==> config.mk <==
export PLATFORM = sky130hd
export DESIGN_NAME = periodic_interrupt_timer_top
export DESIGN_NICKNAME = d
export VERILOG_FILES = /design/src/hw/rtl/pit_pkg.sv /design/src/hw/rtl/pit_core.sv /design/src/hw/rtl/periodic_interrupt_timer_top.sv
export SDC_FILE = /design/constraint.sdc
export NUM_CORES = 1
export LEC_CHECK = 0
export BUFFER_PORTS_ARGS = -buffer_cell sky130_fd_sc_hd__buf_4
export CAP_MARGIN = 15
export CORE_UTILIZATION = 40
export DETAILED_ROUTE_END_ITERATION = 12
export HOLD_SLACK_MARGIN = 0.12
export PLACE_DENSITY_LB_ADDON = 0.1
export SLEW_MARGIN = 20
export SYNTH_ARGS = -nofsm -noshare
export SYNTH_HDL_FRONTEND = slang
export SYNTH_HIERARCHICAL = 1
export SYNTH_SLANG_ARGS = --single-unit
==> constraint.sdc <==
create_clock -name aclk -period 4.8 [get_ports aclk]
set_clock_uncertainty 0.2 [all_clocks]
set_input_delay 0.96 -clock aclk [delete_from_list [all_inputs] [get_ports aclk]]
set_output_delay 0.96 -clock aclk [all_outputs]
set_load 0.01 [all_outputs]
==> src/hw/rtl/pit_pkg.sv <==
package pit_pkg;

    localparam int ACT_W  = 2;
    localparam int ADDR_W = 4;
    localparam int DATA_W = 16;
    localparam int IRQ_W  = 4;

    // Action codes carried by each input word
    typedef enum logic [ACT_W-1:0] {
        ACT_TICK  = 2'd0,
        ACT_READ  = 2'd1,
        ACT_WRITE = 2'd2
    } action_t;

    // Register map
    localparam logic [ADDR_W-1:0] ADDR_ENABLE   = 4'd0;
    localparam logic [ADDR_W-1:0] ADDR_FORCE    = 4'd1;
    localparam logic [ADDR_W-1:0] ADDR_CHAN_EN  = 4'd2;
    localparam logic [ADDR_W-1:0] ADDR_MUX      = 4'd3;
    localparam logic [ADDR_W-1:0] ADDR_INTE     = 4'd4;
    localparam logic [ADDR_W-1:0] ADDR_FLAGS    = 4'd5;
    localparam logic [ADDR_W-1:0] ADDR_MTLOAD0  = 4'd6;
    localparam logic [ADDR_W-1:0] ADDR_MTLOAD1  = 4'd7;
    localparam logic [ADDR_W-1:0] ADDR_LOAD0    = 4'd8;
    localparam logic [ADDR_W-1:0] ADDR_LOAD3    = 4'd11;
    localparam logic [ADDR_W-1:0] ADDR_COUNT0   = 4'd12;
    localparam logic [ADDR_W-1:0] ADDR_COUNT3   = 4'd15;

    // Bit of the enable register that holds the global enable
    localparam int GLOBAL_EN_BIT = 7;

    // Number of load and count slots the register map can reach
    localparam int MAP_MICROS = 2;
    localparam int MAP_CHANS  = 4;

    typedef struct packed {
        action_t             action;
        logic [ADDR_W-1:0]   address;
        logic [DATA_W-1:0]   write_data;
    } pit_req_t;

    typedef struct packed {
        logic [DATA_W-1:0]   read_data;
        logic [IRQ_W-1:0]    irq_lines;
    } pit_rsp_t;

endpackage

==> src/hw/rtl/pit_core.sv <==
module pit_core #(
    parameter int NUM_CHANNELS    = 4,
    parameter int NUM_MICROTIMERS = 2,
    parameter int CHAN_BITS       = 16,
    parameter int MICRO_BITS      = 8
) (
    input  logic            aclk,
    input  logic            aresetn,
    input  logic            fire,
    input  pit_pkg::pit_req_t req,
    output pit_pkg::pit_rsp_t rsp
);
    import pit_pkg::*;

    logic                       ge_reg, ge_next;
    logic [NUM_CHANNELS-1:0]    en_reg, en_next;
    logic [NUM_CHANNELS-1:0]    sel_reg, sel_next;
    logic [NUM_CHANNELS-1:0]    ie_reg, ie_next;
    logic [NUM_CHANNELS-1:0]    flags_reg, flags_next;
    logic [MICRO_BITS-1:0]      mt_load_reg [NUM_MICROTIMERS];
    logic [MICRO_BITS-1:0]      mt_load_next [NUM_MICROTIMERS];
    logic [MICRO_BITS-1:0]      mt_cnt_reg [NUM_MICROTIMERS];
    logic [MICRO_BITS-1:0]      mt_cnt_next [NUM_MICROTIMERS];
    logic [CHAN_BITS-1:0]       ch_load_reg [NUM_CHANNELS];
    logic [CHAN_BITS-1:0]       ch_load_next [NUM_CHANNELS];
    logic [CHAN_BITS-1:0]       ch_cnt_reg [NUM_CHANNELS];
    logic [CHAN_BITS-1:0]       ch_cnt_next [NUM_CHANNELS];

    logic [NUM_MICROTIMERS-1:0] trig;
    logic [1:0]                 trig_sel;
    logic [NUM_CHANNELS-1:0]    hit;
    logic [NUM_CHANNELS-1:0]    chm;
    logic [DATA_W-1:0]          rd_word;

    // Microtimers found at zero fire a trigger
    always_comb begin
        for (int m = 0; m < NUM_MICROTIMERS; m++) begin
            trig[m] = (mt_cnt_reg[m] == '0);
        end
        trig_sel[0] = trig[0];
        trig_sel[1] = (NUM_MICROTIMERS > 1) ? trig[(NUM_MICROTIMERS > 1) ? 1 : 0] : 1'b0;
    end

    // Channels that step on this tick
    always_comb begin
        for (int c = 0; c < NUM_CHANNELS; c++) begin
            hit[c] = en_reg[c] && (sel_reg[c] ? trig_sel[1] : trig_sel[0]);
        end
    end

    assign chm = req.write_data[NUM_CHANNELS-1:0];

    // Register read mux
    always_comb begin
        rd_word = '0;
        case (req.address)
            ADDR_ENABLE:  rd_word[GLOBAL_EN_BIT] = ge_reg;
            ADDR_CHAN_EN: rd_word = DATA_W'(en_reg);
            ADDR_MUX:     rd_word = DATA_W'(sel_reg);
            ADDR_INTE:    rd_word = DATA_W'(ie_reg);
            ADDR_FLAGS:   rd_word = DATA_W'(flags_reg);
            default: begin
                if (req.address inside {[ADDR_MTLOAD0:ADDR_MTLOAD1]}) begin
                    for (int m = 0; m < NUM_MICROTIMERS; m++) begin
                        if (m < MAP_MICROS && req.address[0] == 1'(m)) begin
                            rd_word = DATA_W'(32'(mt_load_reg[m]));
                        end
                    end
                end else if (req.address inside {[ADDR_LOAD0:ADDR_LOAD3]}) begin
                    for (int c = 0; c < NUM_CHANNELS; c++) begin
                        if (c < MAP_CHANS && req.address[1:0] == 2'(c)) begin
                            rd_word = DATA_W'(32'(ch_load_reg[c]));
                        end
                    end
                end else if (req.address inside {[ADDR_COUNT0:ADDR_COUNT3]}) begin
                    for (int c = 0; c < NUM_CHANNELS; c++) begin
                        if (c < MAP_CHANS && req.address[1:0] == 2'(c)) begin
                            rd_word = DATA_W'(32'(ch_cnt_reg[c]));
                        end
                    end
                end
            end
        endcase
    end

    // Next state and response for the word in hand
    always_comb begin
        ge_next      = ge_reg;
        en_next      = en_reg;
        sel_next     = sel_reg;
        ie_next      = ie_reg;
        flags_next   = flags_reg;
        mt_load_next = mt_load_reg;
        mt_cnt_next  = mt_cnt_reg;
        ch_load_next = ch_load_reg;
        ch_cnt_next  = ch_cnt_reg;
        rsp.read_data = '0;
        case (req.action)
            ACT_TICK: begin
                if (ge_reg) begin
                    for (int m = 0; m < NUM_MICROTIMERS; m++) begin
                        mt_cnt_next[m] = trig[m] ? mt_load_reg[m]
                                                 : mt_cnt_reg[m] - MICRO_BITS'(1);
                    end
                    for (int c = 0; c < NUM_CHANNELS; c++) begin
                        if (hit[c]) begin
                            if (ch_cnt_reg[c] == '0) begin
                                ch_cnt_next[c] = ch_load_reg[c];
                                flags_next[c]  = 1'b1;
                            end else begin
                                ch_cnt_next[c] = ch_cnt_reg[c] - CHAN_BITS'(1);
                            end
                        end
                    end
                end
            end
            ACT_READ: begin
                rsp.read_data = rd_word;
            end
            ACT_WRITE: begin
                case (req.address)
                    ADDR_ENABLE: begin
                        // Rising enable reloads every counter, falling clears flags
                        if (req.write_data[GLOBAL_EN_BIT] && !ge_reg) begin
                            mt_cnt_next = mt_load_reg;
                            ch_cnt_next = ch_load_reg;
                        end
                        if (!req.write_data[GLOBAL_EN_BIT] && ge_reg) begin
                            flags_next = '0;
                        end
                        ge_next = req.write_data[GLOBAL_EN_BIT];
                        for (int m = 0; m < NUM_MICROTIMERS; m++) begin
                            if (req.write_data[m]) begin
                                mt_cnt_next[m] = mt_load_reg[m];
                            end
                        end
                    end
                    ADDR_FORCE: begin
                        for (int c = 0; c < NUM_CHANNELS; c++) begin
                            if (chm[c]) begin
                                ch_cnt_next[c] = ch_load_reg[c];
                            end
                        end
                    end
                    ADDR_CHAN_EN: begin
                        for (int c = 0; c < NUM_CHANNELS; c++) begin
                            if (chm[c] && !en_reg[c]) begin
                                ch_cnt_next[c] = ch_load_reg[c];
                            end
                        end
                        en_next = chm;
                    end
                    ADDR_MUX:   sel_next = chm;
                    ADDR_INTE:  ie_next = chm;
                    ADDR_FLAGS: flags_next = flags_reg & ~chm;
                    default: begin
                        if (req.address inside {[ADDR_MTLOAD0:ADDR_MTLOAD1]}) begin
                            for (int m = 0; m < NUM_MICROTIMERS; m++) begin
                                if (m < MAP_MICROS && req.address[0] == 1'(m)) begin
                                    mt_load_next[m] = MICRO_BITS'(req.write_data);
                                end
                            end
                        end else if (req.address inside {[ADDR_LOAD0:ADDR_LOAD3]}) begin
                            for (int c = 0; c < NUM_CHANNELS; c++) begin
                                if (c < MAP_CHANS && req.address[1:0] == 2'(c)) begin
                                    ch_load_next[c] = CHAN_BITS'(req.write_data);
                                end
                            end
                        end
                    end
                endcase
            end
            default: ;
        endcase
        rsp.irq_lines = IRQ_W'(flags_next & ie_next);
    end

    // Commit state when a word passes through
    always_ff @(posedge aclk) begin
        if (!aresetn) begin
            ge_reg    <= 1'b0;
            en_reg    <= '0;
            sel_reg   <= '0;
            ie_reg    <= '0;
            flags_reg <= '0;
            for (int m = 0; m < NUM_MICROTIMERS; m++) begin
                mt_load_reg[m] <= '0;
                mt_cnt_reg[m]  <= '0;
            end
            for (int c = 0; c < NUM_CHANNELS; c++) begin
                ch_load_reg[c] <= '0;
                ch_cnt_reg[c]  <= '0;
            end
        end else if (fire) begin
            ge_reg      <= ge_next;
            en_reg      <= en_next;
            sel_reg     <= sel_next;
            ie_reg      <= ie_next;
            flags_reg   <= flags_next;
            mt_load_reg <= mt_load_next;
            mt_cnt_reg  <= mt_cnt_next;
            ch_load_reg <= ch_load_next;
            ch_cnt_reg  <= ch_cnt_next;
        end
    end

`ifndef SYNTHESIS
    // Ticks while disabled leave the flags alone
    a_idle_tick_flags: assert property (@(posedge aclk) disable iff (!aresetn)
        fire && req.action == ACT_TICK && !ge_reg |=> $stable(flags_reg))
        else $error("flags changed on a tick while disabled");

    // Turning the module off clears every flag
    a_disable_clears: assert property (@(posedge aclk) disable iff (!aresetn)
        fire && req.action == ACT_WRITE && req.address == ADDR_ENABLE && ge_reg
        && !req.write_data[GLOBAL_EN_BIT] |=> flags_reg == '0)
        else $error("flags survived a disable");

    // Without a word passing through, control state holds
    a_hold_state: assert property (@(posedge aclk) disable iff (!aresetn)
        !fire |=> $stable(flags_reg) && $stable(ge_reg) && $stable(en_reg)
        && $stable(ie_reg))
        else $error("control state changed without a word");
`endif

endmodule

==> src/hw/rtl/periodic_interrupt_timer_top.sv <==
// Periodic interrupt timer with NUM_CHANNELS down-counting channels of CHAN_BITS bits, each
// clocked by one of NUM_MICROTIMERS prescale microtimers of MICRO_BITS bits. Every input word
// is a tick, a register read or a register write; every word gives exactly one result word
// carrying the read data (zero unless a read) and the interrupt lines after the action.
// A word is taken into an input register, applied to the timer state by combinational logic
// and its result held in an output register: one word per clock cycle sustained while m_ready
// stays high, the result registered once the output register is free or draining, with the
// output register letting the next word enter while a result still waits.
module periodic_interrupt_timer_top #(
    parameter int NUM_CHANNELS    = 4,
    parameter int NUM_MICROTIMERS = 2,
    parameter int CHAN_BITS       = 16,
    parameter int MICRO_BITS      = 8
) (
    input  logic        aclk,
    input  logic        aresetn,
    input  logic        s_valid,
    output logic        s_ready,
    input  logic [1:0]  s_action,
    input  logic [3:0]  s_address,
    input  logic [15:0] s_write_data,
    output logic        m_valid,
    input  logic        m_ready,
    output logic [15:0] m_read_data,
    output logic [3:0]  m_irq_lines
);
    import pit_pkg::*;

    logic     in_valid_reg, in_valid_next;
    pit_req_t in_req_reg;
    logic     out_valid_reg, out_valid_next;
    pit_rsp_t out_rsp_reg;
    pit_rsp_t rsp;
    logic     advance;
    logic     take;

    // Move the held word on when the output register is free or draining
    assign advance = in_valid_reg && (!out_valid_reg || m_ready);
    assign s_ready = !in_valid_reg || advance;
    assign take    = s_valid && s_ready;

    assign in_valid_next  = take ? 1'b1 : (advance ? 1'b0 : in_valid_reg);
    assign out_valid_next = advance ? 1'b1 : (m_ready ? 1'b0 : out_valid_reg);

    pit_core #(
        .NUM_CHANNELS    (NUM_CHANNELS),
        .NUM_MICROTIMERS (NUM_MICROTIMERS),
        .CHAN_BITS       (CHAN_BITS),
        .MICRO_BITS      (MICRO_BITS)
    ) u_core (
        .aclk    (aclk),
        .aresetn (aresetn),
        .fire    (advance),
        .req     (in_req_reg),
        .rsp     (rsp)
    );

    // Valid flags
    always_ff @(posedge aclk) begin
        if (!aresetn) begin
            in_valid_reg  <= 1'b0;
            out_valid_reg <= 1'b0;
        end else begin
            in_valid_reg  <= in_valid_next;
            out_valid_reg <= out_valid_next;
        end
    end

    // Capture the incoming word
    always_ff @(posedge aclk) begin
        if (take) begin
            in_req_reg.action     <= action_t'(s_action);
            in_req_reg.address    <= s_address;
            in_req_reg.write_data <= s_write_data;
        end
    end

    // Hold the result word
    always_ff @(posedge aclk) begin
        if (advance) begin
            out_rsp_reg <= rsp;
        end
    end

    assign m_valid     = out_valid_reg;
    assign m_read_data = out_rsp_reg.read_data;
    assign m_irq_lines = out_rsp_reg.irq_lines;

endmodule

==> results of run 1 <==
path summary, 6_finish.rpt:
check                           endpoint  slack (ns)  depth (start not counted)              startpoint
setup reg to reg    u_core/ch_cnt_reg[3]        1.35                          7          in_req_reg[16]
hold / removal    u_core/ch_load_reg[16]        0.27                          2  u_core/ch_load_reg[16]
setup / recovery    u_core/ch_cnt_reg[3]        1.35                          7          in_req_reg[16]
hold reg to reg   u_core/ch_load_reg[16]        0.27                          2  u_core/ch_load_reg[16]
final cells by class:
| class | instances | area (µm²) |
|---|---|---|
| clock buffer | 35 | 767 |
| sequential | 221 | 4840 |
| antenna | 1 | 2.50 |
| clock inverter | 14 | 178 |
| inverter | 30 | 115 |
| fill | 2805 | 15400 |
| timing repair buffer | 78 | 598 |
| tap | 384 | 480 |
| multi-input combinational | 1090 | 6420 |
where the power goes:
| group | internal, µW | switching, µW | leakage, µW |
|---|---|---|---|
| clock | 1340 | 839 | 0.000462 |
| combinational | 82.8 | 184 | 0.00235 |
| sequential | 1920 | 38.6 | 0.00185 |
| total | 3340 | 1060 | 0.00465 |
cell usage after synthesis (all sizes together) (4+ instances only):
cell type,count,area [µm²]
o21a,4,30.0
a31oi,15,93.8
o32ai,13,114
nor2,113,424
and3b,4,35.0
a221o,6,60.1
mux2,11,124
mux4,18,405
o22ai,10,62.6
o31a,8,70.1
a21o,23,173
nand2,266,998
nand4,15,93.8
buf,28,131
and3,5,31.3
clkbuf,75,282
or3,9,56.3
o221ai,7,61.3
mux2i,46,460
a22oi,14,105
and2,8,50.1
dfxtp,179,3580
or2,5,31.3
a211oi,7,52.6
edfxtp,42,1260
o21ai,85,429
a21oi,197,986
nor4,12,111
a22o,5,43.8
nand3,33,170
o211ai,16,120
inv,29,109
a211o,8,70.1
nor3,50,250
ha,8,100
nor2b,12,82.6
nand3b,5,50.1
o31ai,11,87.6
a221oi,5,50.0
nand2b,7,43.8
worst max-delay path: stages (launching register included):
cell	delay, ns
edfxtp_1	0.43
buf_4	0.58
nor2b_1	0.46
nor2_1	0.15
o21ai_0	0.36
a221o_1	0.78
o21ai_0	0.22
a21oi_1	0.17
metal layers:
layer	global-route usage [%]	wire, µm
met4	6.90	932
met5	0	0
met2	37.7	16800
met1	40.3	19000
met3	4.58	3740
cell families (layout without fill, tap and decap cells):
kind of cell	count (synthesis)	in the layout	share of synthesized area [%]
AO/OA/AOI/OAI	445	445	23.1
other	0	1	0
XOR/XNOR	4	4	0.298
flip-flops	221	221	41.2
buffers and inverters	133	157	4.47
AND/OR/NAND/NOR	558	558	21.7
multiplexers	75	75	8.42
adder cells (fa/ha/maj)	8	8	0.852
per-stage QoR:
step / hold WS, ns / worst slack [ns] / instance area [µm²] / instances / util, %
floorplan: 0.242 / 0.675 / 11800 / 1444 / -
global placement: 0.258 / 1.12 / 12500 / 1803 / 43.3
detailed placement: 0.266 / 1.34 / 12500 / 1803 / 43.3
CTS: 0.274 / 1.39 / 13400 / 1852 / 46.6
global route: 0.290 / 1.03 / 13400 / 1852 / 46.6
finish: 0.272 / 1.35 / 13400 / 1853 / 46.6
==> results.yml, run 1 <==
finish:
  mostFrequentLayoutCells: "266 x nand2_1, 195 x a21oi_1, 179 x dfxtp_1"
  fin_nets: 1482
  area_growth_pct: 14.1
  drive_above_1_share_pct: 12.5
  layout_commonest_cell: "nand2_1"
sta:
  max_slew_margin_pct: 31.2
  fin_crit_ns: 3.45
  finalCritPeriodShare_pct: 71.9
  max_slew.worst_pin.slew_ns: 1.02
  rsz0062_at_grt: "no"
  hold_viol: 0
  setup_viol: 0
  setup-tns-final_ns: 0
  slew_viol_final: 0
  fmax_mhz: 290
grt:
  gr-total-overflow: 0
  antenna_found_initial: 1
  track_usage_pct: 26.4
  grt_pass1_vias: 9956
  grt_pass1_wl_um: 61700
  grt_max_degree: 76
synth:
  synth_fp_nets: 1478
  ys_types: 70
  synth_ff_type: "dfxtp_1"
  synth-edff-count: 42
  yosys_warnings: 6
  seq_area_frac_synth_pct: 41.2
  synthCells: 1444
  syn_area_um2: 11800
  synth.avg_cell_area_um2: 8.14
  synth-seq-cells: 221
  synthArstFlopShare_pct: 0
floorplanning:
  die_width_um: 173
  io-pin-count: 48
  die_h_um: 173
  std_cell_rows: 62
  die-area_um2: 30100
  initial_core_util_pct: 40.8
  core_um2: 28800
pwr:
  leakage_uw: 0.00465
  irDropWorstVdd_uv: 223
  design_power_total_uw: 4400
  power_density_nw_per_um2: 328
place:
  gp_congestion: 0.903
  dp_hpwl_um: 27800
  io_buffer_count: 47
cts:
  cts_tree: "done"
  post-cts-setup-buffer-count: 0
  cts_buffer_depth: 3
  cts_resized: 0
  clk_latency_ns: 0.54
  clock-sinks: 221
  htree_levels: 1
  clk_pin_slew_ns: 0.06
  cts_made_buffers: 27
  hold_buffers: 0
  clockRootBuffer: "clkbuf_16"
drt:
  totalWireLength_um: 40400
  avgRoutedWirePerCell_um: 21.8
  drc: 0
  vias: 11100
  vias_per_cell: 5.99
  drt_iter0_markers: 1223
  detail-route-antenna-nets: 0
  drt_first_pass_iters: 7
worst_setup_path:
  cp-start-kind: "register"
  endpoint_kind: "register"
  cp.arrival_ns: 3.72
  path_max_fanout: 53
  crit_required_ns: 5.06
  worstSetupPathType: "reg -> reg"
hold_path:
  holdCritPathClass: "reg -> reg"
run:
  cap_violations: 0
run_status:
  status: "completed"
Power figures use the tool's default switching activity.
==> run 2: changes to the inputs <==
==> constraint.sdc (replaced) <==
create_clock -name aclk -period 3.5 [get_ports aclk]
set_clock_uncertainty 0.2 [all_clocks]
set_input_delay 0.7 -clock aclk [delete_from_list [all_inputs] [get_ports aclk]]
set_output_delay 0.7 -clock aclk [all_outputs]
set_load 0.01 [all_outputs]
==> run 2 against run 1 <==
Worst hold slack got worse by 0.13 ns; total power up 31%; sequential share of layout area decreased by 0.31 points; die area stayed put; setup slack worse by 0.75 ns; via count grew 0.95%; clock power is 22% higher; cell area grew 0.87%; sequential power increased by 37%; final cell count rose by 1.5%; critical endpoint is now u_core/ch_cnt_reg[42]; highest routed layer unchanged.
==> results.yml, run 2 (synthesis results as in run 1) <==
sta:
  fmax_mhz: 344
  rsz0062_at_grt: "no"
  max_slew_margin_pct: 47.4
  max_slew.worst_pin.slew_ns: 0.784
  setup-tns-final_ns: 0
  hold_viol: 0
  finalCritPeriodShare_pct: 82.9
  slew_viol_final: 0
  fin_crit_ns: 2.90
  setup_viol: 0
drt:
  vias_per_cell: 5.96
  avgRoutedWirePerCell_um: 21.7
  drt_first_pass_iters: 5
  vias: 11200
  detail-route-antenna-nets: 0
  drc: 0
  drt_iter0_markers: 1267
  totalWireLength_um: 40800
cts:
  clockRootBuffer: "clkbuf_16"
  clock-sinks: 221
  clk_pin_slew_ns: 0.06
  hold_buffers: 0
  htree_levels: 1
  post-cts-setup-buffer-count: 0
  cts_resized: 0
  cts_tree: "done"
  clk_latency_ns: 0.54
  cts_buffer_depth: 3
  cts_made_buffers: 26
place:
  dp_hpwl_um: 29000
  place_area_um2: 12700
  gp_congestion: 0.907
  io_buffer_count: 47
floorplanning:
  core_um2: 28800
  die-area_um2: 30100
  std_cell_rows: 62
  die_h_um: 173
  io-pin-count: 48
  initial_core_util_pct: 40.8
  die_width_um: 173
pwr:
  irDropWorstVdd_uv: 395
  power_density_nw_per_um2: 424
  leakage_uw: 0.00474
finish:
  layout_commonest_cell: "nand2_1"
  fin_nets: 1510
  fill_cells: 2832
  antenna_cells: 0
  fin_util_pct: 47.0
  area_growth_pct: 15.1
  mostFrequentLayoutCells: "266 x nand2_1, 195 x a21oi_1, 179 x dfxtp_1"
  final_area_um2: 13500
  drive_above_1_share_pct: 13.8
grt:
  gr-total-overflow: 0
  grt_pass1_wl_um: 63000
  grt_pass1_vias: 10200
  antenna_found_initial: 0
  track_usage_pct: 26.8
  grt_max_degree: 67
worst_setup_path:
  path_buf_inv: 1
  cp.arrival_ns: 3.12
  path_max_fanout: 14
  crit_required_ns: 3.71
  r2r.worst_path.cells: 7
  max_stage_delay_ns: 0.56
  worstPathCellList: "nor4_4 -> nand3_2 -> o31a_1 -> a221o_1 -> buf_4 -> o211ai_1 -> o31ai_1"
  worstSetupPathType: "reg -> reg"
  endpoint_kind: "register"
  cp_slowest_cell: "a221o_1"
  cp-start-kind: "register"
  cp_top_family: "compound AO/OA/AOI/OAI gates"
  crit_cells: 7
hold_path:
  holdPathStages: 1
  holdCritPathClass: "in -> reg"
run_status:
  status: "completed"
run:
  cap_violations: 0
[run 2: layer usage]
metal,vias to the layer above,part of all wire (%),track usage (%)
li1,5294,-,-
met1,5421,48,41.4
met2,446,43,39.8
met3,39,7.5,3.14
met4,0,1.2,5.01
met5,-,0,0
[run 2: power breakdown]
group          switching (µW)  internal, µW  leakage (µW)
clock network            1080          1590      0.000412
registers                40.6          2630       0.00185
logic                     271           128       0.00248
total                    1390          4340       0.00474
[run 2: cell type report]
| class | count | area [µm²] | area share [%] |
|---|---|---|---|
| Clock buffer | 40 | 774 | 5.73 |
| Clock inverter | 8 | 66.3 | 0.490 |
| Inverter | 30 | 115 | 0.851 |
| Multi-Input combinational cell | 1090 | 6430 | 47.5 |
| Sequential cell | 221 | 4840 | 35.8 |
| Tap cell | 384 | 480 | 3.55 |
| Timing Repair Buffer | 107 | 816 | 6.03 |
[run 2: path summary, 6_finish.rpt]
kind / end / slack [ns] / start
setup / recovery: u_core/ch_cnt_reg[42] / 0.60 / u_core/mt_cnt_reg[10]
setup reg to reg: u_core/ch_cnt_reg[42] / 0.60 / u_core/mt_cnt_reg[10]
hold / removal: in_req_reg[18] / 0.14 / s_address[2]
hold reg to reg: u_core/ch_load_reg[16] / 0.28 / u_core/ch_load_reg[16]
[run 2: per-stage QoR]
step / std cells / hold slack, ns / setup slack [ns] / total power, µW
floorplan: 1444 / 0.242 / 0.00984 / 2930
global placement: 1832 / 0.256 / 0.617 / 3120
detailed placement: 1832 / 0.268 / 0.570 / 3110
CTS: 1880 / 0.125 / 0.617 / 5780
global route: 1880 / 0.123 / 0.366 / 5930
finish: 1880 / 0.142 / 0.597 / 5740
==> run 3: changes to the inputs <==
==> constraint.sdc (replaced) <==
create_clock -name aclk -period 2.35 [get_ports aclk]
set_clock_uncertainty 0.2 [all_clocks]
set_input_delay 0.47 -clock aclk [delete_from_list [all_inputs] [get_ports aclk]]
set_output_delay 0.47 -clock aclk [all_outputs]
set_load 0.01 [all_outputs]
==> run 3 against run 2 <==
The run now ends with negative setup slack left; final cell count rose by 11%; sequential cell count is the same; global-route usage grew 1.9 points; largest power group unchanged.
==> results.yml, run 3 (synthesis results as in run 1) <==
run_status:
  status: "finished with violations"
  violations: "negative setup slack"
worst_setup_path:
  cp_top_family: "compound AO/OA/AOI/OAI gates"
  r2r-end: "u_core/ch_cnt_reg[16]"
  reg2reg_slack_ns: -0.20
  r2r.worst_path.cells: 8
  reg2reg_from: "in_req_reg[17]"
  endpoint_kind: "register"
  cp.arrival_ns: 2.80
  max_stage_delay_ns: 0.51
  crit_required_ns: 2.60
  worstPathCellList: "buf_6 -> nor2b_1 -> nor2_2 -> o21ai_1 -> a221o_1 -> buf_12 -> or3_1 -> a31oi_1"
  cp_slowest_cell: "edfxtp_1"
  worstSetupPathType: "reg -> reg"
  path_buf_inv: 2
  path_max_fanout: 15
  cp-start-kind: "register"
finish:
  area_growth_pct: 35.8
  mostFrequentLayoutCells: "260 x nand2_1, 245 x buf_4, 174 x a21oi_1"
  fin_nets: 1710
  fin_util_pct: 55.5
  layout_commonest_cell: "nand2_1"
  fill_cells: 2652
  antenna_cells: 0
  drive_above_1_share_pct: 28.4
  instances_no_fill: 2079
pwr:
  p_clk_share_pct: 44.9
  irDropWorstVdd_uv: 583
  p_int_uw: 6520
  p_seq_share_pct: 45.6
  p_switching_uw: 2190
  combPwrFrac_pct: 9.5
  p_sw_share_pct: 25.2
  leakage_uw: 0.00593
  design_power_total_uw: 8710
  power_density_nw_per_um2: 545
floorplanning:
  die_width_um: 173
  core_um2: 28800
  die_h_um: 173
  std_cell_rows: 62
  io-pin-count: 48
  initial_core_util_pct: 40.8
  die-area_um2: 30100
hold_path:
  holdCritPathClass: "in -> reg"
  hold_path_end: "m_valid"
  hp-start: "m_ready"
  holdPathStages: 4
sta:
  hold_viol: 0
  finalCritPeriodShare_pct: 108
  slew_viol_final: 0
  max_slew.worst_pin.slew_ns: 0.715
  fin_crit_ns: 2.55
  max_slew_margin_pct: 51.9
  setup_viol: 47
  fmax_mhz: 392
  setup-tns-final_ns: -2.21
  worst_slack_ns: -0.199
  rsz0062_at_grt: "yes"
place:
  dp.cells: 1978
  io_buffer_count: 47
  dp_hpwl_um: 31100
  gp_congestion: 0.922
grt:
  globalRouteMet1Util_pct: 42.6
  antenna_found_initial: 0
  gr-total-overflow: 0
  track_usage_pct: 28.7
  grt_pass1_wl_um: 67100
  grt_pass1_vias: 11300
  use_met2_pct: 43.4
  grt_max_degree: 48
  grt_busiest_layer: "met2"
  grt_use_met3_pct: 4.06
cts:
  clk_pin_slew_ns: 0.06
  cts_buffer_depth: 3
  htree_levels: 1
  clockRootBuffer: "clkbuf_16"
  clk_latency_ns: 0.55
  cts_tree: "done"
  clock-sinks: 221
  cts_made_buffers: 26
drt:
  drc: 0
  avgRoutedWirePerCell_um: 21.1
  vias: 12200
  drt_first_pass_iters: 5
  vias_per_cell: 5.87
  drt_iter0_markers: 1249
  totalWireLength_um: 43900
  detail-route-antenna-nets: 0
run:
  cap_violations: 0
==> run 3: what timing repair did <==
item | 4_1_cts | 5_1_grt
setup buffers | 14 | 9
hold buffers | 25 | 0
gates resized for setup | 45 | 93
hold endpoints to repair | 30 | 0
setup endpoints to repair | 94 | 110
pin swaps | 19 | 28
cloned | 5 | 2
==> run 3: metrics by stage <==
stage / worst slack [ns] / hold WS, ns / area [µm²]
after detailed placement: -0.302 / 0.264 / 14100
after floorplan: -0.480 / 0.242 / 12000
after global placement: -0.300 / 0.263 / 14100
after CTS: -0.146 / 0.163 / 15500
final: -0.199 / 0.180 / 16000
after global routing: -0.239 / 0.176 / 16000
==> run 3: per-layer routing <==
layer,vias up,part of all wire (%)
met1,5894,46
met4,0,2.8
met3,89,8.4
met5,-,0
met2,517,43
li1,5704,-
==> run 3: worst max path at each step <==
stage	start	endpoint	slack, ns	cells after the start
5_1_grt	in_req_reg[17]	u_core/ch_cnt_reg[16]	-0.24	7
4_1_cts	in_req_reg[17]	u_core/ch_cnt_reg[16]	-0.15	8
3_3_place_gp	in_req_reg[17]	m_read_data[2]	-0.30	10
3_5_place_dp	in_req_reg[16]	u_core/ch_cnt_reg[7]	-0.30	7
2_1_floorplan	m_ready	u_core/ch_cnt_reg[30]	-0.48	10
6_report	in_req_reg[17]	u_core/ch_cnt_reg[16]	-0.20	8
==> run 3: power by group through the flow <==
| stage | clock (µW) | sequential, µW | combinational, µW |
|---|---|---|---|
| 6_report | 3910 | 3970 | 829 |
| 5_1_grt | 4130 | 3970 | 873 |
| 4_1_cts | 3970 | 3970 | 771 |
| 3_5_place_dp | 0 | 4050 | 693 |
| 3_3_place_gp | 0 | 4050 | 692 |
| 2_1_floorplan | 0 | 4030 | 353 |
==> run 3: area by class of cell <==
class,instances,area (µm²),area share [%]
Inverter,30,115,0.721
Timing Repair Buffer,307,2780,17.4
Sequential cell,221,4850,30.4
Multi-Input combinational cell,1090,6910,43.3
Clock inverter,8,53.8,0.337
Tap cell,384,480,3.01
Clock buffer,39,771,4.83
==> run 3: worst min-delay path, stage by stage <==
cell     delay, ns
buf_4         0.10
nor2b_4       0.04
buf_4         0.13
o21a_1        0.16
